[src/design/sfr_pkg.sv]
// Shared constants for the STX frame receiver: field widths, framing
// characters, frame layout and result status codes. No dependencies.
package sfr_pkg;

   // Payload buffer and field widths
   localparam int unsigned SFR_MAX_PAYLOAD = 64;
   localparam int unsigned SFR_ADDR_W      = $clog2(SFR_MAX_PAYLOAD);
   localparam int unsigned SFR_LEN_W       = $clog2(SFR_MAX_PAYLOAD + 1);
   localparam int unsigned SFR_COUNT_W     = 7;
   localparam int unsigned SFR_STATUS_W    = 2;

   // Frame layout: payload starts after seven header bytes, then two
   // checksum bytes and four trailer bytes follow.
   localparam int unsigned SFR_HDR_LEN     = 7;
   localparam int unsigned SFR_TRAILER_LEN = 4;

   // Framing characters
   localparam logic [7:0] SFR_CHAR_S     = 8'h53;
   localparam logic [7:0] SFR_CHAR_T     = 8'h54;
   localparam logic [7:0] SFR_CHAR_X     = 8'h58;
   localparam logic [7:0] SFR_CHAR_COMMA = 8'h2C;

   // Result status codes
   localparam logic [SFR_STATUS_W-1:0] SFR_ST_PAYLOAD = 2'd0;
   localparam logic [SFR_STATUS_W-1:0] SFR_ST_EMPTY   = 2'd1;
   localparam logic [SFR_STATUS_W-1:0] SFR_ST_BADSUM  = 2'd2;
   localparam logic [SFR_STATUS_W-1:0] SFR_ST_TOOLONG = 2'd3;

endpackage

[src/design/sfr_req_if.sv]
// Input byte channel of the STX frame receiver: valid/ready plus one link byte.
// Depends on sfr_pkg.
interface sfr_req_if;
   import sfr_pkg::*;

   logic       valid;
   logic       ready;
   logic [7:0] rx_byte;

   modport source (output valid, output rx_byte, input ready);
   modport sink   (input valid, input rx_byte, output ready);
endinterface

[src/design/sfr_rsp_if.sv]
// Result channel of the STX frame receiver: valid/ready plus one result item.
// Depends on sfr_pkg.
interface sfr_rsp_if;
   import sfr_pkg::*;

   logic                    valid;
   logic                    ready;
   logic [SFR_STATUS_W-1:0] status;
   logic [7:0]              frame_type;
   logic [SFR_LEN_W-1:0]    frame_length;
   logic [7:0]              data_byte;
   logic [SFR_ADDR_W-1:0]   byte_index;
   logic                    last;

   modport source (output valid, output status, output frame_type, output frame_length,
                   output data_byte, output byte_index, output last, input ready);
   modport sink   (input valid, input status, input frame_type, input frame_length,
                   input data_byte, input byte_index, input last, output ready);
endinterface

[src/design/stx_frame_receiver.sv]
// STX frame receiver top level: header parse, checksum and payload drain.
// Depends on sfr_pkg, sfr_req_if, sfr_rsp_if and sfr_ram.
//
//   channel   direction  transaction
//   req_bus   in         one link byte (rx_byte)
//   rsp_bus   out        one result item (status, type, length, data, index, last)
//
// Flow: link bytes are taken while a frame is being parsed. A good
// frame with L > 0 payload bytes then drains one result item at a time
// through the payload RAM's single read port: read, then load the output
// register once rsp_bus has taken any item it still holds.
// Reset: synchronous, active high; clears the parser and drain control.
// The payload RAM has no clearing pass: only entries the current frame
// wrote are ever read back.
// Stalls: req_bus.ready drops during a drain and while the output register
// holds an item that rsp_bus has not taken.
module stx_frame_receiver (
   input logic        clock,
   input logic        reset,
   sfr_req_if.sink    req_bus,
   sfr_rsp_if.source  rsp_bus
);
   import sfr_pkg::*;

   // Control states
   localparam logic [1:0] FSM_RUN  = 2'd0;   // take link bytes
   localparam logic [1:0] FSM_READ = 2'd1;   // issue a payload RAM read
   localparam logic [1:0] FSM_LOAD = 2'd2;   // move read data into the output register

   logic [1:0]             state_ff, state_in;
   logic [SFR_COUNT_W-1:0] count_ff, count_in;
   logic                   hdr_bad_ff, hdr_bad_in;
   logic [7:0]             type_ff, type_in;
   logic [7:0]             len_hi_ff, len_hi_in;
   logic [SFR_LEN_W-1:0]   len_ff, len_in;
   logic [15:0]            sum_ff, sum_in;
   logic [15:0]            cksum_ff, cksum_in;
   logic [SFR_ADDR_W-1:0]  idx_ff, idx_in;

   // Output register
   logic                    rsp_valid_ff, rsp_valid_in;
   logic [SFR_STATUS_W-1:0] rsp_status_ff, rsp_status_in;
   logic [SFR_LEN_W-1:0]    rsp_len_ff, rsp_len_in;
   logic [7:0]              rsp_data_ff, rsp_data_in;
   logic [SFR_ADDR_W-1:0]   rsp_idx_ff, rsp_idx_in;
   logic                    rsp_last_ff, rsp_last_in;
   logic                    load;

   logic        out_free;
   logic        req_fire;
   logic [7:0]  rx;
   logic [7:0]  pos;
   logic [7:0]  pay_end;
   logic [7:0]  want;
   logic        drain_last;
   logic [SFR_COUNT_W-1:0] pay_off;

   // Payload RAM ports
   logic                  wr_en;
   logic [SFR_ADDR_W-1:0] wr_addr;
   logic                  rd_en;
   logic [7:0]            rd_data;

   assign out_free      = !rsp_valid_ff || rsp_bus.ready;
   assign req_bus.ready = (state_ff == FSM_RUN) && out_free;
   assign req_fire      = req_bus.valid && req_bus.ready;
   assign rx            = req_bus.rx_byte;

   // Frame positions in 8 bits so the last trailer position cannot wrap
   assign pos     = {1'b0, count_ff};
   assign pay_end = 8'(SFR_HDR_LEN) + 8'(len_ff);
   assign pay_off = count_ff - SFR_COUNT_W'(SFR_HDR_LEN);
   assign wr_addr = pay_off[SFR_ADDR_W-1:0];

   assign drain_last = (SFR_LEN_W'(idx_ff) + SFR_LEN_W'(1)) == len_ff;

   always_comb begin
      case (count_ff[1:0])
         2'd1:    want = SFR_CHAR_T;
         2'd2:    want = SFR_CHAR_X;
         default: want = SFR_CHAR_COMMA;
      endcase
   end

   always_comb begin
      state_in     = state_ff;
      count_in     = count_ff;
      hdr_bad_in   = hdr_bad_ff;
      type_in      = type_ff;
      len_hi_in    = len_hi_ff;
      len_in       = len_ff;
      sum_in       = sum_ff;
      cksum_in     = cksum_ff;
      idx_in       = idx_ff;
      rsp_valid_in = rsp_valid_ff && !rsp_bus.ready;
      load         = 1'b0;
      rsp_status_in = SFR_ST_PAYLOAD;
      rsp_len_in   = '0;
      rsp_data_in  = '0;
      rsp_idx_in   = '0;
      rsp_last_in  = 1'b1;
      wr_en        = 1'b0;
      rd_en        = 1'b0;

      case (state_ff)
         FSM_RUN: begin
            if (req_fire) begin
               if (count_ff == '0) begin
                  // Hunt: drop everything but the start character
                  if (rx == SFR_CHAR_S) begin
                     count_in   = SFR_COUNT_W'(1);
                     hdr_bad_in = 1'b0;
                     sum_in     = '0;
                     cksum_in   = '0;
                  end
               end else if (count_ff <= SFR_COUNT_W'(3)) begin
                  if (rx != want) begin
                     hdr_bad_in = 1'b1;
                  end
                  count_in = count_ff + SFR_COUNT_W'(1);
               end else if (count_ff == SFR_COUNT_W'(4)) begin
                  type_in  = rx;
                  count_in = SFR_COUNT_W'(5);
               end else if (count_ff == SFR_COUNT_W'(5)) begin
                  // Length high byte; a bad header discards the frame here
                  len_hi_in = rx;
                  count_in  = hdr_bad_ff ? '0 : SFR_COUNT_W'(6);
               end else if (count_ff == SFR_COUNT_W'(6)) begin
                  if ({len_hi_ff, rx} > 16'(SFR_MAX_PAYLOAD)) begin
                     count_in      = '0;
                     load          = 1'b1;
                     rsp_status_in = SFR_ST_TOOLONG;
                  end else begin
                     len_in   = rx[SFR_LEN_W-1:0];
                     count_in = SFR_COUNT_W'(SFR_HDR_LEN);
                  end
               end else if (pos < pay_end) begin
                  // Payload byte: buffer it and add it to the running sum
                  wr_en    = 1'b1;
                  sum_in   = sum_ff + {8'h00, rx};
                  count_in = count_ff + SFR_COUNT_W'(1);
               end else if (pos == pay_end) begin
                  cksum_in = {rx, 8'h00};
                  count_in = count_ff + SFR_COUNT_W'(1);
               end else if (pos == pay_end + 8'd1) begin
                  cksum_in = {cksum_ff[15:8], rx};
                  count_in = count_ff + SFR_COUNT_W'(1);
               end else if (pos < pay_end + 8'(1 + SFR_TRAILER_LEN)) begin
                  count_in = count_ff + SFR_COUNT_W'(1);
               end else begin
                  // Last trailer byte: frame complete
                  count_in = '0;
                  if (sum_ff != cksum_ff) begin
                     load          = 1'b1;
                     rsp_status_in = SFR_ST_BADSUM;
                     rsp_len_in    = len_ff;
                  end else if (len_ff == '0) begin
                     load          = 1'b1;
                     rsp_status_in = SFR_ST_EMPTY;
                  end else begin
                     state_in = FSM_READ;
                     idx_in   = '0;
                  end
               end
            end
         end
         FSM_READ: begin
            // All payload writes are done before a drain starts, so the
            // read never races a write to the same entry.
            rd_en    = 1'b1;
            state_in = FSM_LOAD;
         end
         FSM_LOAD: begin
            if (out_free) begin
               load          = 1'b1;
               rsp_status_in = SFR_ST_PAYLOAD;
               rsp_len_in    = len_ff;
               rsp_data_in   = rd_data;
               rsp_idx_in    = idx_ff;
               rsp_last_in   = drain_last;
               idx_in        = idx_ff + SFR_ADDR_W'(1);
               state_in      = drain_last ? FSM_RUN : FSM_READ;
            end
         end
         default: begin
            state_in = FSM_RUN;
         end
      endcase

      if (load) begin
         rsp_valid_in = 1'b1;
      end
   end

   // Control state
   always_ff @(posedge clock) begin
      if (reset) begin
         state_ff     <= FSM_RUN;
         count_ff     <= '0;
         hdr_bad_ff   <= 1'b0;
         type_ff      <= '0;
         len_hi_ff    <= '0;
         len_ff       <= '0;
         sum_ff       <= '0;
         cksum_ff     <= '0;
         idx_ff       <= '0;
         rsp_valid_ff <= 1'b0;
      end else begin
         state_ff     <= state_in;
         count_ff     <= count_in;
         hdr_bad_ff   <= hdr_bad_in;
         type_ff      <= type_in;
         len_hi_ff    <= len_hi_in;
         len_ff       <= len_in;
         sum_ff       <= sum_in;
         cksum_ff     <= cksum_in;
         idx_ff       <= idx_in;
         rsp_valid_ff <= rsp_valid_in;
      end
   end

   // Output payload: load only when the register is free
   always_ff @(posedge clock) begin
      if (load) begin
         rsp_status_ff <= rsp_status_in;
         rsp_len_ff    <= rsp_len_in;
         rsp_data_ff   <= rsp_data_in;
         rsp_idx_ff    <= rsp_idx_in;
         rsp_last_ff   <= rsp_last_in;
      end
   end

   sfr_ram #(
      .WIDTH (8),
      .DEPTH (SFR_MAX_PAYLOAD)
   ) u_payload_ram (
      .clock   (clock),
      .wr_en   (wr_en),
      .wr_addr (wr_addr),
      .wr_data (rx),
      .rd_en   (rd_en),
      .rd_addr (idx_ff),
      .rd_data (rd_data)
   );

   assign rsp_bus.valid        = rsp_valid_ff;
   assign rsp_bus.status       = rsp_status_ff;
   assign rsp_bus.frame_type   = type_ff;
   assign rsp_bus.frame_length = rsp_len_ff;
   assign rsp_bus.data_byte    = rsp_data_ff;
   assign rsp_bus.byte_index   = rsp_idx_ff;
   assign rsp_bus.last         = rsp_last_ff;

   // Frame position never passes the last trailer byte of a maximum frame
   a_count_bound: assert property (@(posedge clock) disable iff (reset)
      count_ff <= SFR_COUNT_W'(SFR_HDR_LEN + 2 + SFR_TRAILER_LEN + SFR_MAX_PAYLOAD - 1))
      else $error("frame position out of range");

   // A drain only runs over a nonempty frame and stays inside it
   a_drain_range: assert property (@(posedge clock) disable iff (reset)
      (state_ff != FSM_RUN) |-> (len_ff != '0) && (SFR_LEN_W'(idx_ff) < len_ff))
      else $error("drain index outside the frame");

   // A payload item is last exactly at the final byte of the frame
   a_last_index: assert property (@(posedge clock) disable iff (reset)
      (rsp_valid_ff && (rsp_status_ff == SFR_ST_PAYLOAD)) |->
      (rsp_last_ff == ((SFR_LEN_W'(rsp_idx_ff) + SFR_LEN_W'(1)) == rsp_len_ff)))
      else $error("last flag does not match byte index");

   // No new link byte is taken while a drain is in progress
   a_no_req_in_drain: assert property (@(posedge clock) disable iff (reset)
      (state_ff != FSM_RUN) |-> !wr_en && (count_ff == '0))
      else $error("link byte taken during drain");
endmodule

[src/design/sfr_ram.sv]
// Generic single-write, single-read RAM with registered read data.
// No dependencies.
module sfr_ram #(
   parameter int unsigned WIDTH = 8,
   parameter int unsigned DEPTH = 64
) (
   input  logic                     clock,
   input  logic                     wr_en,
   input  logic [$clog2(DEPTH)-1:0] wr_addr,
   input  logic [WIDTH-1:0]         wr_data,
   input  logic                     rd_en,
   input  logic [$clog2(DEPTH)-1:0] rd_addr,
   output logic [WIDTH-1:0]         rd_data
);
   logic [WIDTH-1:0] mem_ff [DEPTH];
   logic [WIDTH-1:0] rd_data_ff;

   always_ff @(posedge clock) begin
      if (wr_en) begin
         mem_ff[wr_addr] <= wr_data;
      end
      if (rd_en) begin
         rd_data_ff <= mem_ff[rd_addr];
      end
   end

   assign rd_data = rd_data_ff;
endmodule

[src/flat_wrapper.sv]
// flat-port wrapper written by rule: the top's interface ports become plain ports
module stx_frame_receiver_flat import sfr_pkg::*;
  (clock, reset, req_bus_valid, req_bus_rx_byte, req_bus_ready, rsp_bus_valid, rsp_bus_status, rsp_bus_frame_type, rsp_bus_frame_length, rsp_bus_data_byte, rsp_bus_byte_index, rsp_bus_last, rsp_bus_ready);
  sfr_req_if req_bus_i ();
  sfr_rsp_if rsp_bus_i ();
  input logic clock;
  input logic reset;
  input wire logic [$bits(req_bus_i.valid)-1:0] req_bus_valid;
  input wire logic [$bits(req_bus_i.rx_byte)-1:0] req_bus_rx_byte;
  output wire logic [$bits(req_bus_i.ready)-1:0] req_bus_ready;
  output wire logic [$bits(rsp_bus_i.valid)-1:0] rsp_bus_valid;
  output wire logic [$bits(rsp_bus_i.status)-1:0] rsp_bus_status;
  output wire logic [$bits(rsp_bus_i.frame_type)-1:0] rsp_bus_frame_type;
  output wire logic [$bits(rsp_bus_i.frame_length)-1:0] rsp_bus_frame_length;
  output wire logic [$bits(rsp_bus_i.data_byte)-1:0] rsp_bus_data_byte;
  output wire logic [$bits(rsp_bus_i.byte_index)-1:0] rsp_bus_byte_index;
  output wire logic [$bits(rsp_bus_i.last)-1:0] rsp_bus_last;
  input wire logic [$bits(rsp_bus_i.ready)-1:0] rsp_bus_ready;
  assign req_bus_i.valid = req_bus_valid;
  assign req_bus_i.rx_byte = req_bus_rx_byte;
  assign req_bus_ready = req_bus_i.ready;
  assign rsp_bus_valid = rsp_bus_i.valid;
  assign rsp_bus_status = rsp_bus_i.status;
  assign rsp_bus_frame_type = rsp_bus_i.frame_type;
  assign rsp_bus_frame_length = rsp_bus_i.frame_length;
  assign rsp_bus_data_byte = rsp_bus_i.data_byte;
  assign rsp_bus_byte_index = rsp_bus_i.byte_index;
  assign rsp_bus_last = rsp_bus_i.last;
  assign rsp_bus_i.ready = rsp_bus_ready;
  stx_frame_receiver u_core (.clock(clock), .reset(reset), .req_bus(req_bus_i), .rsp_bus(rsp_bus_i));
endmodule
[config.mk]
export PLATFORM = sky130hd
export DESIGN_NAME = stx_frame_receiver_flat
export DESIGN_NICKNAME = d
export VERILOG_FILES = /design/src/design/sfr_pkg.sv /design/src/design/sfr_req_if.sv /design/src/design/sfr_rsp_if.sv /design/src/design/stx_frame_receiver.sv /design/src/design/sfr_ram.sv /design/src/flat_wrapper.sv
export SDC_FILE = /design/constraint.sdc
export NUM_CORES = 1
export LEC_CHECK = 0
export BUFFER_PORTS_ARGS = -buffer_cell sky130_fd_sc_hd__buf_2
export CORE_ASPECT_RATIO = 1.2
export CORE_UTILIZATION = 60
export CTS_BUF_LIST = sky130_fd_sc_hd__clkbuf_8 sky130_fd_sc_hd__clkbuf_16
export DETAILED_ROUTE_END_ITERATION = 16
export PLACE_DENSITY = 0.79
export REMOVE_ABC_BUFFERS = 1
export SYNTH_ARGS = -nofsm -noshare
export SYNTH_HDL_FRONTEND = slang
export SYNTH_HIERARCHICAL = 1
export SYNTH_SLANG_ARGS = --single-unit
[constraint.sdc]
create_clock -name clock -period 12.8 [get_ports clock]
set_input_delay 0 -clock clock [delete_from_list [all_inputs] [get_ports clock]]
set_output_delay 0 -clock clock [all_outputs]
set_load 0.02 [all_outputs]
==> results of run 1 <==
==> power groups by stage <==
stage | clock, mW | sequential, mW | combinational (mW)
global placement | 0 | 2.22 | 0.0547
floorplan | 0 | 2.22 | 0.00679
detailed placement | 0 | 2.22 | 0.0552
global route | 1.74 | 2.18 | 0.0588
finish | 1.64 | 2.18 | 0.0561
CTS | 1.66 | 2.18 | 0.0564
==> per-layer routing <==
metal,GRT usage [%],wire [um]
met1,39.4,22900
met5,0,0
met3,5.22,6410
met2,49.5,32100
met4,14.0,3590
==> final cells by class <==
| class | count | area (sq um) | share of cell area, % |
|---|---|---|---|
| Clock inverter | 44 | 385 | 1.35 |
| Timing Repair Buffer | 74 | 460 | 1.62 |
| Inverter | 18 | 67.6 | 0.237 |
| Clock buffer | 58 | 1430 | 5.02 |
| Tap cell | 552 | 691 | 2.42 |
| Sequential cell | 616 | 17800 | 62.4 |
| Multi-Input combinational cell | 888 | 7660 | 26.9 |
==> cells in the mapped netlist (11+ instances only) <==
| library cell | instances | area share [%] |
|---|---|---|
| edfxtp_1 | 544 | 63 |
| nor2_1 | 157 | 2.3 |
| mux4_2 | 124 | 11 |
| dfxtp_1 | 72 | 5.6 |
| nand2_1 | 72 | 1.0 |
| clkbuf_1 | 55 | 0.80 |
| xnor2_1 | 39 | 1.3 |
| mux2i_1 | 32 | 1.2 |
| nand3_1 | 31 | 0.60 |
| a21oi_1 | 30 | 0.58 |
| o21ai_0 | 29 | 0.56 |
| ha_1 | 28 | 1.3 |
| nor3_1 | 28 | 0.54 |
| and3_1 | 25 | 0.60 |
| o22ai_1 | 24 | 0.58 |
| a22oi_1 | 23 | 0.67 |
| buf_2 | 21 | 0.40 |
| nor2b_1 | 21 | 0.51 |
| xor2_1 | 17 | 0.57 |
| inv_1 | 16 | 0.23 |
| a31oi_1 | 14 | 0.34 |
| nor4_1 | 14 | 0.34 |
| nand4_1 | 13 | 0.31 |
| a22o_1 | 12 | 0.40 |
| a221oi_1 | 11 | 0.37 |
| and2_1 | 11 | 0.27 |
==> worst paths after layout <==
path / endpoint / slack, ns
max: u_core/u_payload_ram/mem_ff[50][1] / 7.75
min reg2reg: u_core/len_hi_ff[0] / 0.45
max reg2reg: u_core/u_payload_ram/mem_ff[50][1] / 7.75
min: u_core/len_hi_ff[6] / 0.05
==> tightest hold or removal path, cell delays in order <==
cell and delay [ns]:
buf_2 0.36, nand2_1 0.16, a21oi_1 0.06
==> metrics by stage <==
| stage | std cells | util, % |
|---|---|---|
| floorplan | 1522 | - |
| global placement | 2141 | 62.3 |
| detailed placement | 2141 | 62.3 |
| CTS | 2249 | 66.7 |
| global route | 2250 | 66.7 |
| finish | 2250 | 66.7 |
==> cell families (layout without fill, tap and decap cells) <==
kind of cell               Yosys count  after routing  share of synthesized area, %
DFF                                616            616                          68.5
xor gates and xnor gates            57             57                          1.98
muxes                              158            158                          12.1
AOI/OAI and AO/OA                  208            208                          5.58
buffers and inverters              112            194                          2.07
and+or+nand+nor                    436            436                          8.40
adders and majority gates           29             29                          1.43
==> registers in the layout, summed over array words and instances, names as in the netlist, 8 cells and up <==
register and count:
u_core/cksum_ff 16, u_core/len_hi_ff 8, u_core/rsp_bus.data_byte 8, u_core/rsp_bus.frame_type 8
u_core/sum_ff 16, u_core/u_payload_ram/mem_ff 512, u_core/u_payload_ram/rd_data 8
==> repair_timing <==
action / CTS / global route
hold buffers: 6 / 1
hold endpoints to repair: 32 / 5
setup buffers: 0 / 0
==> flow_metrics.env, run 1 <==
export IMPL_end_kind="flop"
export IMPL_path_depth=14
export IMPL_leakagePower_nw=9.07
export IMPL_synth_ff_latch_count=616
export IMPL_seq_power_share_pct=56.2
export IMPL_drive_gt1_share_pct=17.9
export IMPL_relSlewSlack_pct=26.8
export IMPL_grt_start_max_net_pins=78
export IMPL_critPathLaunch="u_core/len_ff[0]"
export IMPL_ys_warn_count=6
export IMPL_final_cell_area_sq_um=28500
export IMPL_drtIter0Drc=2102
export IMPL_wire_per_inst_um=28.9
export IMPL_ant_nets=0
export IMPL_crit_type="reg -> reg"
export IMPL_cp_max_fo=17
export IMPL_syn_avg_cell_area_sq_um=16.1
export IMPL_status="finished, final reports clean"
export IMPL_cellPowerDensity_nw_per_um2=136
export IMPL_layout_cells_most_common="edfxtp_1"
export IMPL_final_cell_mix="544 x edfxtp_1, 157 x nor2_1, 124 x mux4_2, 72 x nand2_1, 69 x dfxtp_1"
export IMPL_synthFlopType="edfxtp_1"
export IMPL_ys_async_sr_fraction_pct=0
export IMPL_synth_distinct_cells=76
export IMPL_placed_cell_area_sq_um=26600
export IMPL_crit_family="simple AND/OR/NAND/NOR gates"
export IMPL_switching_share_pct=19.7
export IMPL_clk_pin_slew_ns=0.07
export IMPL_hold_worst_slack_ns=0.0482
export IMPL_r2r_cells=14
export IMPL_grt_pass1_wl_um=96000
export IMPL_port_buffers=45
export IMPL_gp_routability_congestion=0.929
export IMPL_first_pass_iters=7
export IMPL_fin_nets=1694
export IMPL_post_route_drc_count=0
export IMPL_grt_setup_unrepaired="no"
export IMPL_antenna_cells=0
export IMPL_r2r_start="u_core/len_ff[0]"
export IMPL_crit_path_top_delay_cell="nor2_1"
export IMPL_netlist_area_sq_um=26000
export IMPL_path_cells="inv_1 -> ha_1 -> nor2b_1 -> o21a_1 -> nor2_1 -> ha_1 -> o2111ai_1 -> a31oi_1 -> a211oi_1 -> a21o_1 -> and2_0 -> buf_4 -> nand3_1 -> nor2_1"
export IMPL_dieArea_sq_um=44100
export IMPL_fin_skew_ns=0.0231
export IMPL_min_period_over_period_pct=39.5
export IMPL_power_internal_mw=3.12
export IMPL_min_period_ns=5.05
export IMPL_rows=83
export IMPL_max_slew_worst_pin_slew_ns=1.09
export IMPL_cts_resized=0
export IMPL_coreArea_sq_um=42700
export IMPL_initial_core_util_pct=60.8
export IMPL_whs_path_depth=3
export IMPL_groute_usage_overall_pct=30.2
export IMPL_htreeDepth=2
export IMPL_worst_setup_path_start_kind="flop"
export IMPL_pwr_share_clk_pct=42.4
export IMPL_final_hold_violation_count=0
export IMPL_fillers=2785
export IMPL_power_total_mw=3.88
export IMPL_critPathBufInv=2
export IMPL_maxCapViolCount=0
export IMPL_pwr_share_comb_pct=1.4
export IMPL_cts_tree="yes"
export IMPL_syn_to_final_growth_pct=9.70
export IMPL_dpl_hpwl_um=40500
export IMPL_fin_tns_setup_ns=0
export IMPL_arrival_ns=5.29
export IMPL_cts_sink_count=616
export IMPL_drv_slew=0
export IMPL_cts_root_buffer="clkbuf_16"
export IMPL_crit_required_ns=13.04
export IMPL_power_switching_mw=0.763
export IMPL_ios=46
export IMPL_synth_edf_count=544
export IMPL_antenna_found_initial=1
export IMPL_avgViaCountPerCell=6.85
export IMPL_vias=15400
export IMPL_hold_class="in -> reg"
export IMPL_drt_total_wl_um=65000
export IMPL_die_h_um=230
export IMPL_grt_overflow_total=0
export IMPL_hp_start="req_bus_rx_byte[6]"
export IMPL_fin_ws_ns=7.75
export IMPL_clock_fmax_mhz=198
export IMPL_grt_pass1_vias=15000
export IMPL_finalSetupViolCount=0
export IMPL_seq_area_frac_synth_pct=68.5
export IMPL_post_place_ws_ns=7.79
export IMPL_die_w_um=192
export IMPL_clk_latency_ns=0.60
export IMPL_vdd_drop_max_mv=0.104
export IMPL_synth_cells=1616
export IMPL_cts_path_max_buffers=3
export IMPL_slowest_delay_ns=0.78
export IMPL_tritoncts_num_buffers=55
(Power assumes the default switching activity.)
==> run 2, diff against run 1 <==
--- a/config.mk
+++ b/config.mk
@@ -5,6 +5,7 @@
 export SDC_FILE = /design/constraint.sdc
 export NUM_CORES = 1
 export LEC_CHECK = 0
+export ABC_AREA = 1
 export BUFFER_PORTS_ARGS = -buffer_cell sky130_fd_sc_hd__buf_2
 export CORE_ASPECT_RATIO = 1.2
 export CORE_UTILIZATION = 60
==> constraint.sdc (replaced) <==
create_clock -name clock -period 5.2 [get_ports clock]
set_input_delay 0 -clock clock [delete_from_list [all_inputs] [get_ports clock]]
set_output_delay 0 -clock clock [all_outputs]
set_load 0.02 [all_outputs]
==> flow_metrics.env, run 2 <==
export IMPL_cts_sink_count=616
export IMPL_synth_cells=2621
export IMPL_die_h_um=236
export IMPL_worst_setup_path_start_kind="flop"
export IMPL_cts_path_max_buffers=3
export IMPL_fin_nets=2672
export IMPL_yosysMostFrequentCell="nand2_1"
export IMPL_synth_edf_count=544
export IMPL_clock_fmax_mhz=257
export IMPL_arrival_ns=4.13
export IMPL_r2r_cells=15
export IMPL_synth_top_cell_by_area="edfxtp_1"
export IMPL_min_period_ns=3.88
export IMPL_grt_start_max_net_pins=114
export IMPL_r2r_end="u_core/u_payload_ram/mem_ff[57][1]"
export IMPL_grt_pass1_wl_um=106000
export IMPL_path_cells="inv_2 -> ha_1 -> nand2_4 -> nand3_1 -> nand2_1 -> nand2_1 -> ha_1 -> inv_1 -> nor2_1 -> o21ai_0 -> nand2_2 -> nor2_1 -> buf_4 -> nand2_1 -> nor2_1"
export IMPL_synthTopCellsByCount="814 x nand2_1, 544 x edfxtp_1, 472 x nand3_1"
export IMPL_final_cell_mix="814 x nand2_1, 544 x edfxtp_1, 472 x nand3_1, 135 x nor2_1, 130 x inv_1"
export IMPL_coreArea_sq_um=44900
export IMPL_crit_family="simple AND/OR/NAND/NOR gates"
export IMPL_fin_skew_ns=0.0181
export IMPL_grt_pass1_vias=19300
export IMPL_die_w_um=197
export IMPL_hold_class="in -> reg"
export IMPL_min_period_over_period_pct=74.7
export IMPL_post_route_drc_count=0
export IMPL_critPathBufInv=3
export IMPL_end_kind="flop"
export IMPL_synth_top_area_share_pct=59.7
export IMPL_finalSetupViolCount=0
export IMPL_fillers=3363
export IMPL_antenna_cells=0
export IMPL_grt_overflow_total=0
export IMPL_netlist_area_sq_um=27400
export IMPL_antenna_found_initial=1
export IMPL_drive_gt1_share_pct=9.33
export IMPL_vdd_drop_max_mv=0.239
export IMPL_port_buffers=45
export IMPL_maxCapViolCount=0
export IMPL_cp_max_fo=13
export IMPL_critPathLaunch="u_core/len_ff[0]"
export IMPL_ys_warn_count=6
export IMPL_crit_type="reg -> reg"
export IMPL_relSlewSlack_pct=19.7
export IMPL_cts_root_buffer="clkbuf_16"
export IMPL_synth_ff_latch_count=616
export IMPL_dpl_hpwl_um=44700
export IMPL_clk_latency_ns=0.62
export IMPL_drt_total_wl_um=71100
export IMPL_final_hold_violation_count=0
export IMPL_ios=46
export IMPL_largest_reg_flops=512
export IMPL_postCtsSetupRepairBufs=0
export IMPL_crit_path_top_delay_cell="nor2_1"
export IMPL_cts_tree="yes"
export IMPL_htreeDepth=2
export IMPL_dieArea_sq_um=46400
export IMPL_clk_pin_slew_ns=0.07
export IMPL_rows=85
export IMPL_leakagePower_nw=11.0
export IMPL_vias=19900
export IMPL_cp_endpoint="u_core/u_payload_ram/mem_ff[57][1]"
export IMPL_syn_avg_cell_area_sq_um=10.4
export IMPL_tritoncts_num_buffers=57
export IMPL_synth_distinct_cells=54
export IMPL_netlist_top_cells_area="edfxtp_1 60%, nand2_1 11%, nand3_1 8.6%"
export IMPL_reg_largest_list="u_core/u_payload_ram/mem_ff (512), u_core/cksum_ff (16), u_core/sum_ff (16)"
export IMPL_status="finished, final reports clean"
export IMPL_cellPowerDensity_nw_per_um2=331
export IMPL_drv_slew=0
export IMPL_r2r_start="u_core/len_ff[0]"
export IMPL_path_depth=15
export IMPL_ys_async_sr_fraction_pct=0
export IMPL_avgViaCountPerCell=6.06
export IMPL_wire_per_inst_um=21.6
export IMPL_slowest_delay_ns=0.72
export IMPL_crit_required_ns=5.44
export IMPL_grt_setup_unrepaired="no"
export IMPL_instances_no_fill=3288
export IMPL_initial_core_util_pct=60.9
export IMPL_syn_to_final_growth_pct=8.87
export IMPL_synthFlopType="edfxtp_1"
export IMPL_seq_area_frac_synth_pct=65.0
export IMPL_ant_nets=0
export IMPL_placed_cells=3172
export IMPL_first_pass_iters=8
export IMPL_hold_worst_slack_ns=0.0378
export IMPL_reg2reg_slack_ns=1.32
export IMPL_groute_usage_overall_pct=30.7
export IMPL_power_total_mw=9.85
export IMPL_drtIter0Drc=2416
export IMPL_regMostFlops="u_core/u_payload_ram/mem_ff"
export IMPL_layout_cells_most_common="nand2_1"
export IMPL_gp_routability_congestion=0.956
export IMPL_max_slew_worst_pin_slew_ns=1.20
-- run 2: power by group --
| part | switching, mW | internal (mW) | leakage [nW] | total [mW] |
|---|---|---|---|---|
| sequential | 0.000342 | 5.37 | 5.48 | 5.37 |
| combinational | 0.127 | 0.0190 | 4.53 | 0.146 |
| clock | 1.81 | 2.53 | 0.989 | 4.34 |
| total | 1.94 | 7.91 | 11.0 | 9.85 |
-- run 2: what timing repair did --
action,CTS,global route
hold buffers,9,0
endpoints found under the hold margin,39,0
resized for setup,0,0
-- run 2: kinds of logic after synthesis --
logic type | count (synthesis) | share of synthesized area, %
and+or+nand+nor | 1536 | 24.8
DFF | 616 | 65.0
buffers and inverters | 265 | 4.90
AOI/OAI and AO/OA | 141 | 2.87
xor gates and xnor gates | 34 | 1.09
adders and majority gates | 29 | 1.35
-- run 2: how the worst min path moves through the flow --
stage	from	cells past startpoint	slack, ns	end
3_5_place_dp	req_bus_rx_byte[4]	3	0.35	u_core/cksum_ff[4]
2_1_floorplan	reset	1	0.06	u_core/cksum_ff[0]
3_3_place_gp	req_bus_rx_byte[4]	3	0.34	u_core/cksum_ff[4]
4_1_cts	req_bus_rx_byte[6]	2	0.01	u_core/u_payload_ram/mem_ff[22][6]
6_report	req_bus_rx_byte[6]	2	0.04	u_core/u_payload_ram/mem_ff[29][6]
5_1_grt	req_bus_rx_byte[1]	1	0.02	u_core/u_payload_ram/mem_ff[2][1]
-- run 2: metal layers --
metal	part of all wire (%)	vias to the layer above	global-route usage (%)	routed length [um]
met5	0	-	0	0
met4	5.7	0	18.5	4090
met3	8.2	256	3.77	5810
met2	49	1162	52.1	35200
met1	37	9473	37.5	26000
li1	-	9019	-	-
-- run 2: layout make-up --
class	instances	area [sq um]	area share (%)
clock buffers	62	1500	5.02
flip-flops and latches	616	17800	59.7
well taps	609	762	2.56
clock inverters	45	469	1.58
inverters	136	522	1.75
repair buffers	80	510	1.71
multi-input cells	1740	8240	27.7
-- run 2: per-stage QoR --
stage	worst slack [ns]	instance area, sq um	TNS (ns)	utilization (%)
6_report	1.32	29800	0	66.4
5_1_grt	1.13	29800	0	66.4
4_1_cts	1.40	29800	0	66.4
3_5_place_dp	1.44	27700	0	61.8
3_3_place_gp	1.54	27700	0	61.8
2_1_floorplan	-2.91	26500	-27.25	-
